**src/design/apit_pkg.sv**
```systemverilog
`default_nettype none
// ----------------------------------------------------------------------------
// apit_pkg : shared types and constants of the aging position item table
// Entry layout, cell commands, controller states and operation codes.
// ----------------------------------------------------------------------------
package apit_pkg;

	localparam int TABLE_DEPTH = 16;
	localparam int COORD_BITS  = 8;
	localparam int KIND_W      = 4;
	localparam int TIMER_W     = 16;
	localparam int CNT_W       = $clog2(TABLE_DEPTH + 1);
	localparam int OUT_CNT_W   = 5;

	localparam logic [2:0] MODE_ADD    = 3'd0;
	localparam logic [2:0] MODE_REMOVE = 3'd1;
	localparam logic [2:0] MODE_LOOKUP = 3'd2;
	localparam logic [2:0] MODE_TICK   = 3'd3;
	localparam logic [2:0] MODE_CLEAR  = 3'd4;

	localparam logic [TIMER_W-1:0] LIFETIME_RESET = 16'd1024;

	typedef struct packed {
		logic                  valid;
		logic [COORD_BITS-1:0] x;
		logic [COORD_BITS-1:0] y;
		logic [KIND_W-1:0]     kind;
		logic [TIMER_W-1:0]    timer;
	} entry_t;

	typedef enum logic [3:0] {
		CMD_HOLD  = 4'b0001,
		CMD_ADD   = 4'b0010,
		CMD_SHIFT = 4'b0100,
		CMD_CLEAR = 4'b1000
	} cell_op_t;

	typedef struct packed {
		cell_op_t op;
		logic     push;
		entry_t   wdata;
	} cell_cmd_t;

	typedef enum logic [1:0] {
		ST_IDLE = 2'b01,
		ST_SCAN = 2'b10
	} state_t;

endpackage
`default_nettype wire

```
**src/design/apit_if.sv**
```systemverilog
`default_nettype none
// ----------------------------------------------------------------------------
// apit_if : channel interfaces of the aging position item table
// Command words in, result words out, and the lifetime register write channel.
// ----------------------------------------------------------------------------
interface apit_in_if;
	logic       valid;
	logic       ready;
	logic [2:0] mode;
	logic [7:0] pos_x;
	logic [7:0] pos_y;
	logic [3:0] kind_in;

	modport source (output valid, mode, pos_x, pos_y, kind_in, input ready);
	modport sink   (input valid, mode, pos_x, pos_y, kind_in, output ready);
endinterface

interface apit_out_if;
	logic       valid;
	logic       ready;
	logic       found;
	logic [3:0] kind_out;
	logic       removed;
	logic       add_dropped;
	logic [4:0] expired_count;
	logic [4:0] occupancy;

	modport source (output valid, found, kind_out, removed, add_dropped, expired_count,
		occupancy, input ready);
	modport sink   (input valid, found, kind_out, removed, add_dropped, expired_count,
		occupancy, output ready);
endinterface

interface apit_cfg_if;
	logic        valid;
	logic        ready;
	logic [15:0] data;

	modport source (output valid, data, input ready);
	modport sink   (input valid, data, output ready);
endinterface
`default_nettype wire

```
**src/design/apit_cell.sv**
```systemverilog
`default_nettype none
// ----------------------------------------------------------------------------
// apit_cell : one table slot
// Holds one entry; appends, clears, or takes its upper neighbour's entry on a
// shift, catching the recirculated word when it is the last occupied slot.
// ----------------------------------------------------------------------------
module apit_cell import apit_pkg::*; (
	input  wire        clk,
	input  wire        arst_n,
	input  cell_cmd_t  cmd,
	input  wire        prev_valid,
	input  entry_t     next,
	output entry_t     cur
);

	logic   valid_q;
	entry_t data_q;
	logic   take_w;
	logic   take_n;

	always_comb begin
		take_w = 1'b0;
		take_n = 1'b0;
		unique case (cmd.op)
			CMD_ADD: begin
				take_w = !valid_q && prev_valid;
			end
			CMD_SHIFT: begin
				// last occupied slot catches the pushed word, the rest move down
				take_w = valid_q && !next.valid && cmd.push;
				take_n = !take_w;
			end
			CMD_HOLD, CMD_CLEAR: begin
				take_w = 1'b0;
			end
			default: begin
				take_w = 1'b0;
			end
		endcase
	end

	always_ff @(posedge clk or negedge arst_n) begin
		if (!arst_n) begin
			valid_q <= 1'b0;
		end else if (cmd.op == CMD_CLEAR) begin
			valid_q <= 1'b0;
		end else if (take_w) begin
			valid_q <= 1'b1;
		end else if (take_n) begin
			valid_q <= next.valid;
		end
	end

	always_ff @(posedge clk) begin
		if (take_w) begin
			data_q <= cmd.wdata;
		end else if (take_n) begin
			data_q <= next;
		end
	end

	always_comb begin
		cur       = data_q;
		cur.valid = valid_q;
	end

endmodule
`default_nettype wire

```
**src/design/apit_ctrl.sv**
```systemverilog
`default_nettype none
// ----------------------------------------------------------------------------
// apit_ctrl : operation sequencer
// Takes command words, drives the cell row and walks the table through the
// head cell for remove, lookup and tick; holds the result word register.
// ----------------------------------------------------------------------------
module apit_ctrl import apit_pkg::*; (
	input  wire              clk,
	input  wire              arst_n,
	apit_in_if.sink          in_ch,
	apit_out_if.source       out_ch,
	apit_cfg_if.sink         cfg,
	input  entry_t           head,
	output cell_cmd_t        cmd
);

	state_t                  state_q, state_d;
	logic [CNT_W-1:0]        fill_q, fill_d;
	logic [CNT_W-1:0]        scan_q, scan_d;
	logic [2:0]              op_q, op_d;
	logic [COORD_BITS-1:0]   key_x_q, key_x_d;
	logic [COORD_BITS-1:0]   key_y_q, key_y_d;
	logic                    found_q, found_d;
	logic [KIND_W-1:0]       kind_q, kind_d;
	logic                    rem_q, rem_d;
	logic [CNT_W-1:0]        exp_q, exp_d;
	logic                    drop_d;
	logic                    finish;
	logic [TIMER_W-1:0]      lifetime_q;
	logic                    acc;
	logic                    match;
	logic                    keep;
	logic [TIMER_W-1:0]      t_dec;

	logic                    out_valid_q;
	logic                    found_o_q;
	logic [KIND_W-1:0]       kind_o_q;
	logic                    rem_o_q;
	logic                    drop_o_q;
	logic [OUT_CNT_W-1:0]    exp_o_q;
	logic [OUT_CNT_W-1:0]    occ_o_q;

	assign in_ch.ready = (state_q == ST_IDLE) && (!out_valid_q || out_ch.ready);
	assign acc         = in_ch.valid && in_ch.ready;
	assign cfg.ready   = 1'b1;

	assign match = (head.x == key_x_q) && (head.y == key_y_q);
	assign t_dec = (head.timer == '0) ? '0 : head.timer - 1'b1;

	always_comb begin
		state_d   = state_q;
		fill_d    = fill_q;
		scan_d    = scan_q;
		op_d      = op_q;
		key_x_d   = key_x_q;
		key_y_d   = key_y_q;
		found_d   = found_q;
		kind_d    = kind_q;
		rem_d     = rem_q;
		exp_d     = exp_q;
		drop_d    = 1'b0;
		finish    = 1'b0;
		keep      = 1'b1;
		cmd.op    = CMD_HOLD;
		cmd.push  = 1'b0;
		cmd.wdata = head;
		unique case (state_q)
			ST_IDLE: begin
				found_d = 1'b0;
				kind_d  = '0;
				rem_d   = 1'b0;
				exp_d   = '0;
				if (acc) begin
					unique case (in_ch.mode)
						MODE_ADD: begin
							finish = 1'b1;
							if (fill_q < CNT_W'(TABLE_DEPTH)) begin
								cmd.op          = CMD_ADD;
								cmd.wdata.valid = 1'b1;
								cmd.wdata.x     = in_ch.pos_x[COORD_BITS-1:0];
								cmd.wdata.y     = in_ch.pos_y[COORD_BITS-1:0];
								cmd.wdata.kind  = in_ch.kind_in;
								cmd.wdata.timer = lifetime_q;
								fill_d          = fill_q + 1'b1;
							end else begin
								drop_d = 1'b1;
							end
						end
						MODE_REMOVE, MODE_LOOKUP, MODE_TICK: begin
							if (fill_q == '0) begin
								finish = 1'b1;
							end else begin
								state_d = ST_SCAN;
								scan_d  = fill_q;
								op_d    = in_ch.mode;
								key_x_d = in_ch.pos_x[COORD_BITS-1:0];
								key_y_d = in_ch.pos_y[COORD_BITS-1:0];
							end
						end
						MODE_CLEAR: begin
							cmd.op = CMD_CLEAR;
							fill_d = '0;
							finish = 1'b1;
						end
						default: begin
							finish = 1'b1;
						end
					endcase
				end
			end
			ST_SCAN: begin
				// head entry leaves cell 0 and re-enters at the tail unless dropped
				cmd.op = CMD_SHIFT;
				unique case (op_q)
					MODE_TICK: begin
						cmd.wdata.timer = t_dec;
						if (t_dec == '0) begin
							keep  = 1'b0;
							exp_d = exp_q + 1'b1;
						end
					end
					MODE_REMOVE: begin
						if (match && !rem_q) begin
							keep  = 1'b0;
							rem_d = 1'b1;
						end
					end
					MODE_LOOKUP: begin
						if (match && !found_q) begin
							found_d = 1'b1;
							kind_d  = head.kind;
						end
					end
					default: begin
						keep = 1'b1;
					end
				endcase
				cmd.push = keep;
				if (!keep) begin
					fill_d = fill_q - 1'b1;
				end
				scan_d = scan_q - 1'b1;
				if (scan_q == CNT_W'(1)) begin
					state_d = ST_IDLE;
					finish  = 1'b1;
				end
			end
			default: begin
				state_d = ST_IDLE;
			end
		endcase
	end

	always_ff @(posedge clk or negedge arst_n) begin
		if (!arst_n) begin
			state_q     <= ST_IDLE;
			fill_q      <= '0;
			out_valid_q <= 1'b0;
			lifetime_q  <= LIFETIME_RESET;
		end else begin
			state_q <= state_d;
			fill_q  <= fill_d;
			if (finish) begin
				out_valid_q <= 1'b1;
			end else if (out_ch.ready) begin
				out_valid_q <= 1'b0;
			end
			if (cfg.valid) begin
				lifetime_q <= cfg.data;
			end
		end
	end

	always_ff @(posedge clk) begin
		scan_q  <= scan_d;
		op_q    <= op_d;
		key_x_q <= key_x_d;
		key_y_q <= key_y_d;
		found_q <= found_d;
		kind_q  <= kind_d;
		rem_q   <= rem_d;
		exp_q   <= exp_d;
		if (finish) begin
			found_o_q <= found_d;
			kind_o_q  <= kind_d;
			rem_o_q   <= rem_d;
			drop_o_q  <= drop_d;
			exp_o_q   <= OUT_CNT_W'(exp_d);
			occ_o_q   <= OUT_CNT_W'(fill_d);
		end
	end

	assign out_ch.valid         = out_valid_q;
	assign out_ch.found         = found_o_q;
	assign out_ch.kind_out      = kind_o_q;
	assign out_ch.removed       = rem_o_q;
	assign out_ch.add_dropped   = drop_o_q;
	assign out_ch.expired_count = exp_o_q;
	assign out_ch.occupancy     = occ_o_q;

`ifndef SYNTHESIS
	a_fill_bound: assert property (@(posedge clk) disable iff (!arst_n)
		fill_q <= CNT_W'(TABLE_DEPTH))
		else $error("fill count beyond table depth");

	a_head_valid: assert property (@(posedge clk) disable iff (!arst_n)
		state_q == ST_SCAN |-> head.valid)
		else $error("walk reached an empty head cell");

	a_scan_range: assert property (@(posedge clk) disable iff (!arst_n)
		state_q == ST_SCAN |-> (scan_q != '0) && (scan_q <= fill_q))
		else $error("walk counter out of range");

	a_out_free: assert property (@(posedge clk) disable iff (!arst_n)
		state_q == ST_SCAN |-> !out_valid_q)
		else $error("result word pending while walking the table");
`endif

endmodule
`default_nettype wire

```
**src/design/aging_position_item_table_top.sv**
```systemverilog
`default_nettype none
// Add, clear and unused modes: result word registered on acceptance.
// Remove, lookup and tick: result word registered when the walk ends (on acceptance when empty); the cell row
//   shifts one entry per cycle through the head cell, kept entries back in at the tail.
// A new command word is taken once the previous walk is done and the result
//   register is free or being read. Asynchronous reset empties the table,
//   drops any pending result and sets the lifetime register to 1024.
// ----------------------------------------------------------------------------
// aging_position_item_table_top : insertion-ordered table of aging items
// Row of entry cells with a sequencer that adds, removes, looks up, ages and
// clears entries keyed by position.
// ----------------------------------------------------------------------------
module aging_position_item_table_top import apit_pkg::*; (
	input  wire         clk,
	input  wire         arst_n,
	apit_in_if.sink     in_ch,
	apit_out_if.source  out_ch,
	apit_cfg_if.sink    cfg
);

	entry_t    cells [TABLE_DEPTH];
	cell_cmd_t cmd;

	apit_ctrl u_ctrl (
		.clk    (clk),
		.arst_n (arst_n),
		.in_ch  (in_ch),
		.out_ch (out_ch),
		.cfg    (cfg),
		.head   (cells[0]),
		.cmd    (cmd)
	);

	for (genvar i = 0; i < TABLE_DEPTH; i++) begin : g_cell
		logic   pv;
		entry_t nxt;

		if (i == 0) begin : g_first
			assign pv = 1'b1;
		end else begin : g_rest
			assign pv = cells[i-1].valid;
		end

		if (i == TABLE_DEPTH - 1) begin : g_last
			assign nxt = '0;
		end else begin : g_mid
			assign nxt = cells[i+1];
		end

		apit_cell u_cell (
			.clk        (clk),
			.arst_n     (arst_n),
			.cmd        (cmd),
			.prev_valid (pv),
			.next       (nxt),
			.cur        (cells[i])
		);
	end

endmodule
`default_nettype wire

```
**src/flat_wrapper.sv**
```systemverilog
// flat-port wrapper written by rule: the top's interface ports become plain ports
module aging_position_item_table_top_flat import apit_pkg::*;
  (clk, arst_n, in_ch_valid, in_ch_mode, in_ch_pos_x, in_ch_pos_y, in_ch_kind_in, in_ch_ready, out_ch_valid, out_ch_found, out_ch_kind_out, out_ch_removed, out_ch_add_dropped, out_ch_expired_count, out_ch_occupancy, out_ch_ready, cfg_valid, cfg_data, cfg_ready);
  apit_in_if in_ch_i ();
  apit_out_if out_ch_i ();
  apit_cfg_if cfg_i ();
  input  wire clk;
  input  wire arst_n;
  input wire logic [$bits(in_ch_i.valid)-1:0] in_ch_valid;
  input wire logic [$bits(in_ch_i.mode)-1:0] in_ch_mode;
  input wire logic [$bits(in_ch_i.pos_x)-1:0] in_ch_pos_x;
  input wire logic [$bits(in_ch_i.pos_y)-1:0] in_ch_pos_y;
  input wire logic [$bits(in_ch_i.kind_in)-1:0] in_ch_kind_in;
  output wire logic [$bits(in_ch_i.ready)-1:0] in_ch_ready;
  output wire logic [$bits(out_ch_i.valid)-1:0] out_ch_valid;
  output wire logic [$bits(out_ch_i.found)-1:0] out_ch_found;
  output wire logic [$bits(out_ch_i.kind_out)-1:0] out_ch_kind_out;
  output wire logic [$bits(out_ch_i.removed)-1:0] out_ch_removed;
  output wire logic [$bits(out_ch_i.add_dropped)-1:0] out_ch_add_dropped;
  output wire logic [$bits(out_ch_i.expired_count)-1:0] out_ch_expired_count;
  output wire logic [$bits(out_ch_i.occupancy)-1:0] out_ch_occupancy;
  input wire logic [$bits(out_ch_i.ready)-1:0] out_ch_ready;
  input wire logic [$bits(cfg_i.valid)-1:0] cfg_valid;
  input wire logic [$bits(cfg_i.data)-1:0] cfg_data;
  output wire logic [$bits(cfg_i.ready)-1:0] cfg_ready;
  assign in_ch_i.valid = in_ch_valid;
  assign in_ch_i.mode = in_ch_mode;
  assign in_ch_i.pos_x = in_ch_pos_x;
  assign in_ch_i.pos_y = in_ch_pos_y;
  assign in_ch_i.kind_in = in_ch_kind_in;
  assign in_ch_ready = in_ch_i.ready;
  assign out_ch_valid = out_ch_i.valid;
  assign out_ch_found = out_ch_i.found;
  assign out_ch_kind_out = out_ch_i.kind_out;
  assign out_ch_removed = out_ch_i.removed;
  assign out_ch_add_dropped = out_ch_i.add_dropped;
  assign out_ch_expired_count = out_ch_i.expired_count;
  assign out_ch_occupancy = out_ch_i.occupancy;
  assign out_ch_i.ready = out_ch_ready;
  assign cfg_i.valid = cfg_valid;
  assign cfg_i.data = cfg_data;
  assign cfg_ready = cfg_i.ready;
  aging_position_item_table_top u_core (.clk(clk), .arst_n(arst_n), .in_ch(in_ch_i), .out_ch(out_ch_i), .cfg(cfg_i));
endmodule
```
**config.mk**
```make
export PLATFORM = sky130hd
export DESIGN_NAME = aging_position_item_table_top_flat
export DESIGN_NICKNAME = d
export VERILOG_FILES = /design/src/design/apit_pkg.sv /design/src/design/apit_if.sv /design/src/design/apit_cell.sv /design/src/design/apit_ctrl.sv /design/src/design/aging_position_item_table_top.sv /design/src/flat_wrapper.sv
export SDC_FILE = /design/constraint.sdc
export NUM_CORES = 1
export LEC_CHECK = 0
export BUFFER_PORTS_ARGS = -buffer_cell sky130_fd_sc_hd__buf_2
export CORE_MARGIN = 5
export CORE_UTILIZATION = 30
export CTS_BUF_LIST = sky130_fd_sc_hd__clkbuf_8
export DETAILED_ROUTE_END_ITERATION = 12
export GPL_TIMING_DRIVEN = 0
export SLEW_MARGIN = 10
export SYNTH_ARGS = -nofsm -noshare
export SYNTH_HDL_FRONTEND = slang
export SYNTH_HIERARCHICAL = 1
export SYNTH_SLANG_ARGS = --single-unit
export TNS_END_PERCENT = 30
```
**constraint.sdc**
```tcl
create_clock -name clk -period 13.15 [get_ports clk]
set_input_delay 1.315 -clock clk [delete_from_list [all_inputs] [get_ports clk]]
set_output_delay 1.315 -clock clk [all_outputs]
set_load 0.005 [all_outputs]
```
==> results.txt <==
final core utilization: 34.71%
layout cells sized above 1: 44.75%
Die Area: 116800 sq um
syn avg cell area: 17.28 sq um
Final min period: 5.043 ns
final wirelength: 57580 microns
via count of the first global-routing pass: 17840
hold endpoint: u_core/g_cell[7].u_cell/cur[2]$_DFFE_PP_
remaining global-route overflow: 0
clk_lat worst skew: 0.71 ns
crit path buf inv count: 8
Mapped Area: 33010 sq um
# setup viols final: 0
num ports: 64
Hold Path Stages: 1
Max Freq: 0.1983 GHz
Root Buffer: clkbuf_8
CP startpoint kind: flip-flop
Max FO, Critical Path: 17
Slowest Stage Delay on Critical Path: 0.68 ns
gpl congestion: 0.9059
crit share post-route: 38.35%
sequence of cells on the critical path: inv_1, ha_2, clkbuf_1, clkbuf_1, clkbuf_1, nor3_2, buf_4, buf_4, buf_4, or4b_4, nor2_4, a31oi_4, buf_6, mux2_4
Die Ht: 341.7 microns
maximum capacitance violations: 0
Worst Skew: 0.04974 ns
CORE AREA: 109000 sq um
final antenna-violating net count: 0
post-place instance area: 35670 sq um
r2r endpoint: u_core/g_cell[14].u_cell/cur[6]$_DFFE_PP_
die width: 341.7 microns
FP Rows: 121
wire length per cell: 15.77 microns
first-pass GRT wire length: 93070 microns
Crit Path Category: reg -> reg
R2R Path Start: u_core/u_ctrl/state_q[0]$_DFFE_PN1P_
maximum buffer depth of the clock tree: 3
Ys Warns: 6
Area Overhead vs Synth: 14.64%
leak pwr: 14.76 nW
initial DRC count: 979
Worst Min Path Start: u_core/g_cell[8].u_cell/cur[2]$_DFFE_PP_
Starting Density: 30.28%
pin count of the biggest net entering global routing: 59
Finished Cell Area: 37840 sq um
Clock Sinks: 668
H-tree Lvls: 3
WP data required: 13.57 ns
DP Cell Count: 3448
Overall Global Routing Usage: 9.625%
Synth Instances: 1910
Net count, final: 2199
dpl ws: 7.622 ns
crit path max-delay cell type: clkbuf_1
Setup crit end kind: flip-flop
total of cells resized after clock tree synthesis: 0
DRC viols: 0
postcts setup bufs: 0
Overall Power: 4.602 mW
setup TNS: 0 ns
CTS Hold Bufs: 0
final hold vios: 0
RSZ-0062 raised after global routing: false
worst hold path class: reg -> reg
fin. max-slew vios: 0
total CTS buffers: 110
antenna violations before repair: 1
pwr/cell area: 121.6 nW/um^2
crit path DAT: 5.46 ns
Slew @ Worst Pin: 1.220 ns
DRT Pass-1 Iters: 9
Hold Worst Slack: 0.5022 ns
CTS tree: built
crit-path leading delay family: buffers and inverters
Vias/cell: 4.547
Peak VDD IR: 0.07064 mV
port bufs: 61
cells on worst reg2reg path: 14
Clock transition at path regs: 0.06 ns
reg2reg setup slack: 8.11 ns
Final HPWL DP: 41280 microns
status: finished clean
worst setup margin: 8.107 ns
Cell Count, Final, Fillers Out: 3652
via count: 16610
Max-slew headroom: 18.68%
[how the worst max path moves through the flow]
stage | start | end | slack [ns] | cells past startpoint
global route | u_core/u_ctrl/state_q[0]$_DFFE_PN1P_ | u_core/g_cell[15].u_cell/cur[7]$_DFFE_PP_ | 7.89 | 14
CTS | u_core/u_ctrl/state_q[0]$_DFFE_PN1P_ | u_core/g_cell[14].u_cell/cur[6]$_DFFE_PP_ | 8.11 | 14
detailed placement | in_ch_mode[0] | u_core/g_cell[15].u_cell/cur[18]$_DFFE_PP_ | 7.62 | 14
floorplan | in_ch_mode[0] | u_core/g_cell[0].u_cell/cur[0]$_DFFE_PP_ | 5.64 | 6
global placement | in_ch_mode[0] | u_core/g_cell[1].u_cell/cur[29]$_DFFE_PP_ | 3.45 | 7
finish | u_core/u_ctrl/state_q[0]$_DFFE_PN1P_ | u_core/g_cell[14].u_cell/cur[6]$_DFFE_PP_ | 8.11 | 14
[sequential cells by signal, summed over array words and instances (netlist names), 2 cells and up]
name                                count
u_core/u_ctrl/op_q                      3
u_core/u_ctrl/out_ch.expired_count      5
u_core/u_ctrl/key_y_q                   8
u_core/g_cell.u_cell/cur              576
u_core/u_ctrl/fill_q                    5
u_core/u_ctrl/key_x_q                   8
u_core/u_ctrl/lifetime_q               16
u_core/u_ctrl/out_ch.kind_out           4
u_core/g_cell.u_cell/valid_q           16
u_core/u_ctrl/exp_q                     5
u_core/u_ctrl/state_q                   2
u_core/u_ctrl/scan_q                    5
u_core/u_ctrl/out_ch.occupancy          5
u_core/u_ctrl/kind_q                    4
[cell type report]
| class | count | area [sq um] |
|---|---|---|
| fillers | 10200 | 71160 |
| inverters | 17 | 63.81 |
| well taps | 1414 | 1769 |
| multi-input cells | 1171 | 12670 |
| diodes | 1 | 2.502 |
| flip-flops and latches | 668 | 19750 |
| clock inverters | 84 | 526.8 |
| clock buffers | 119 | 1638 |
| plain buffers | 92 | 780.7 |
| repair buffers | 86 | 638.1 |
[power breakdown]
group / leakage (nW) / internal [mW] / switching, mW
Clock: 1.24 / 0.937 / 0.817
Combinational: 7.44 / 0.147 / 0.301
Sequential: 6.08 / 2.37 / 0.0356
Total: 14.8 / 3.45 / 1.15
[worst reg2reg max path: cells and delay by family, from the launching register on]
family          cells  cell delay [ns]
mux                 1             0.30
fa+ha+maj           1             0.30
simple gates        3             0.76
compound gates      1             0.22
buf+inv             8             2.66
flops               1             0.54
[metal layers]
layer,GRT usage (%),vias to the layer above,wire length [microns]
li1,-,7906,-
met1,11.55,8175,24620
met2,17.14,390,28930
met3,1.799,134,2506
met4,3.643,0,1523
met5,0,-,0
[cells in the final DEF, fill, tap and decap left out, types with 28 or more instances in the layout]
cell type    n
clkinv_1    28
buf_6       49
clkbuf_8   119
mux2_2     133
buf_2       64
edfxtp_1   617
nand2_1     69
mux2_4     480
a21oi_1     33
dfrtp_1     38
buf_4       30
nor2_1      50
conb_1      41
inv_1       54
No activity file was read; power rests on OpenSTA's default activity.
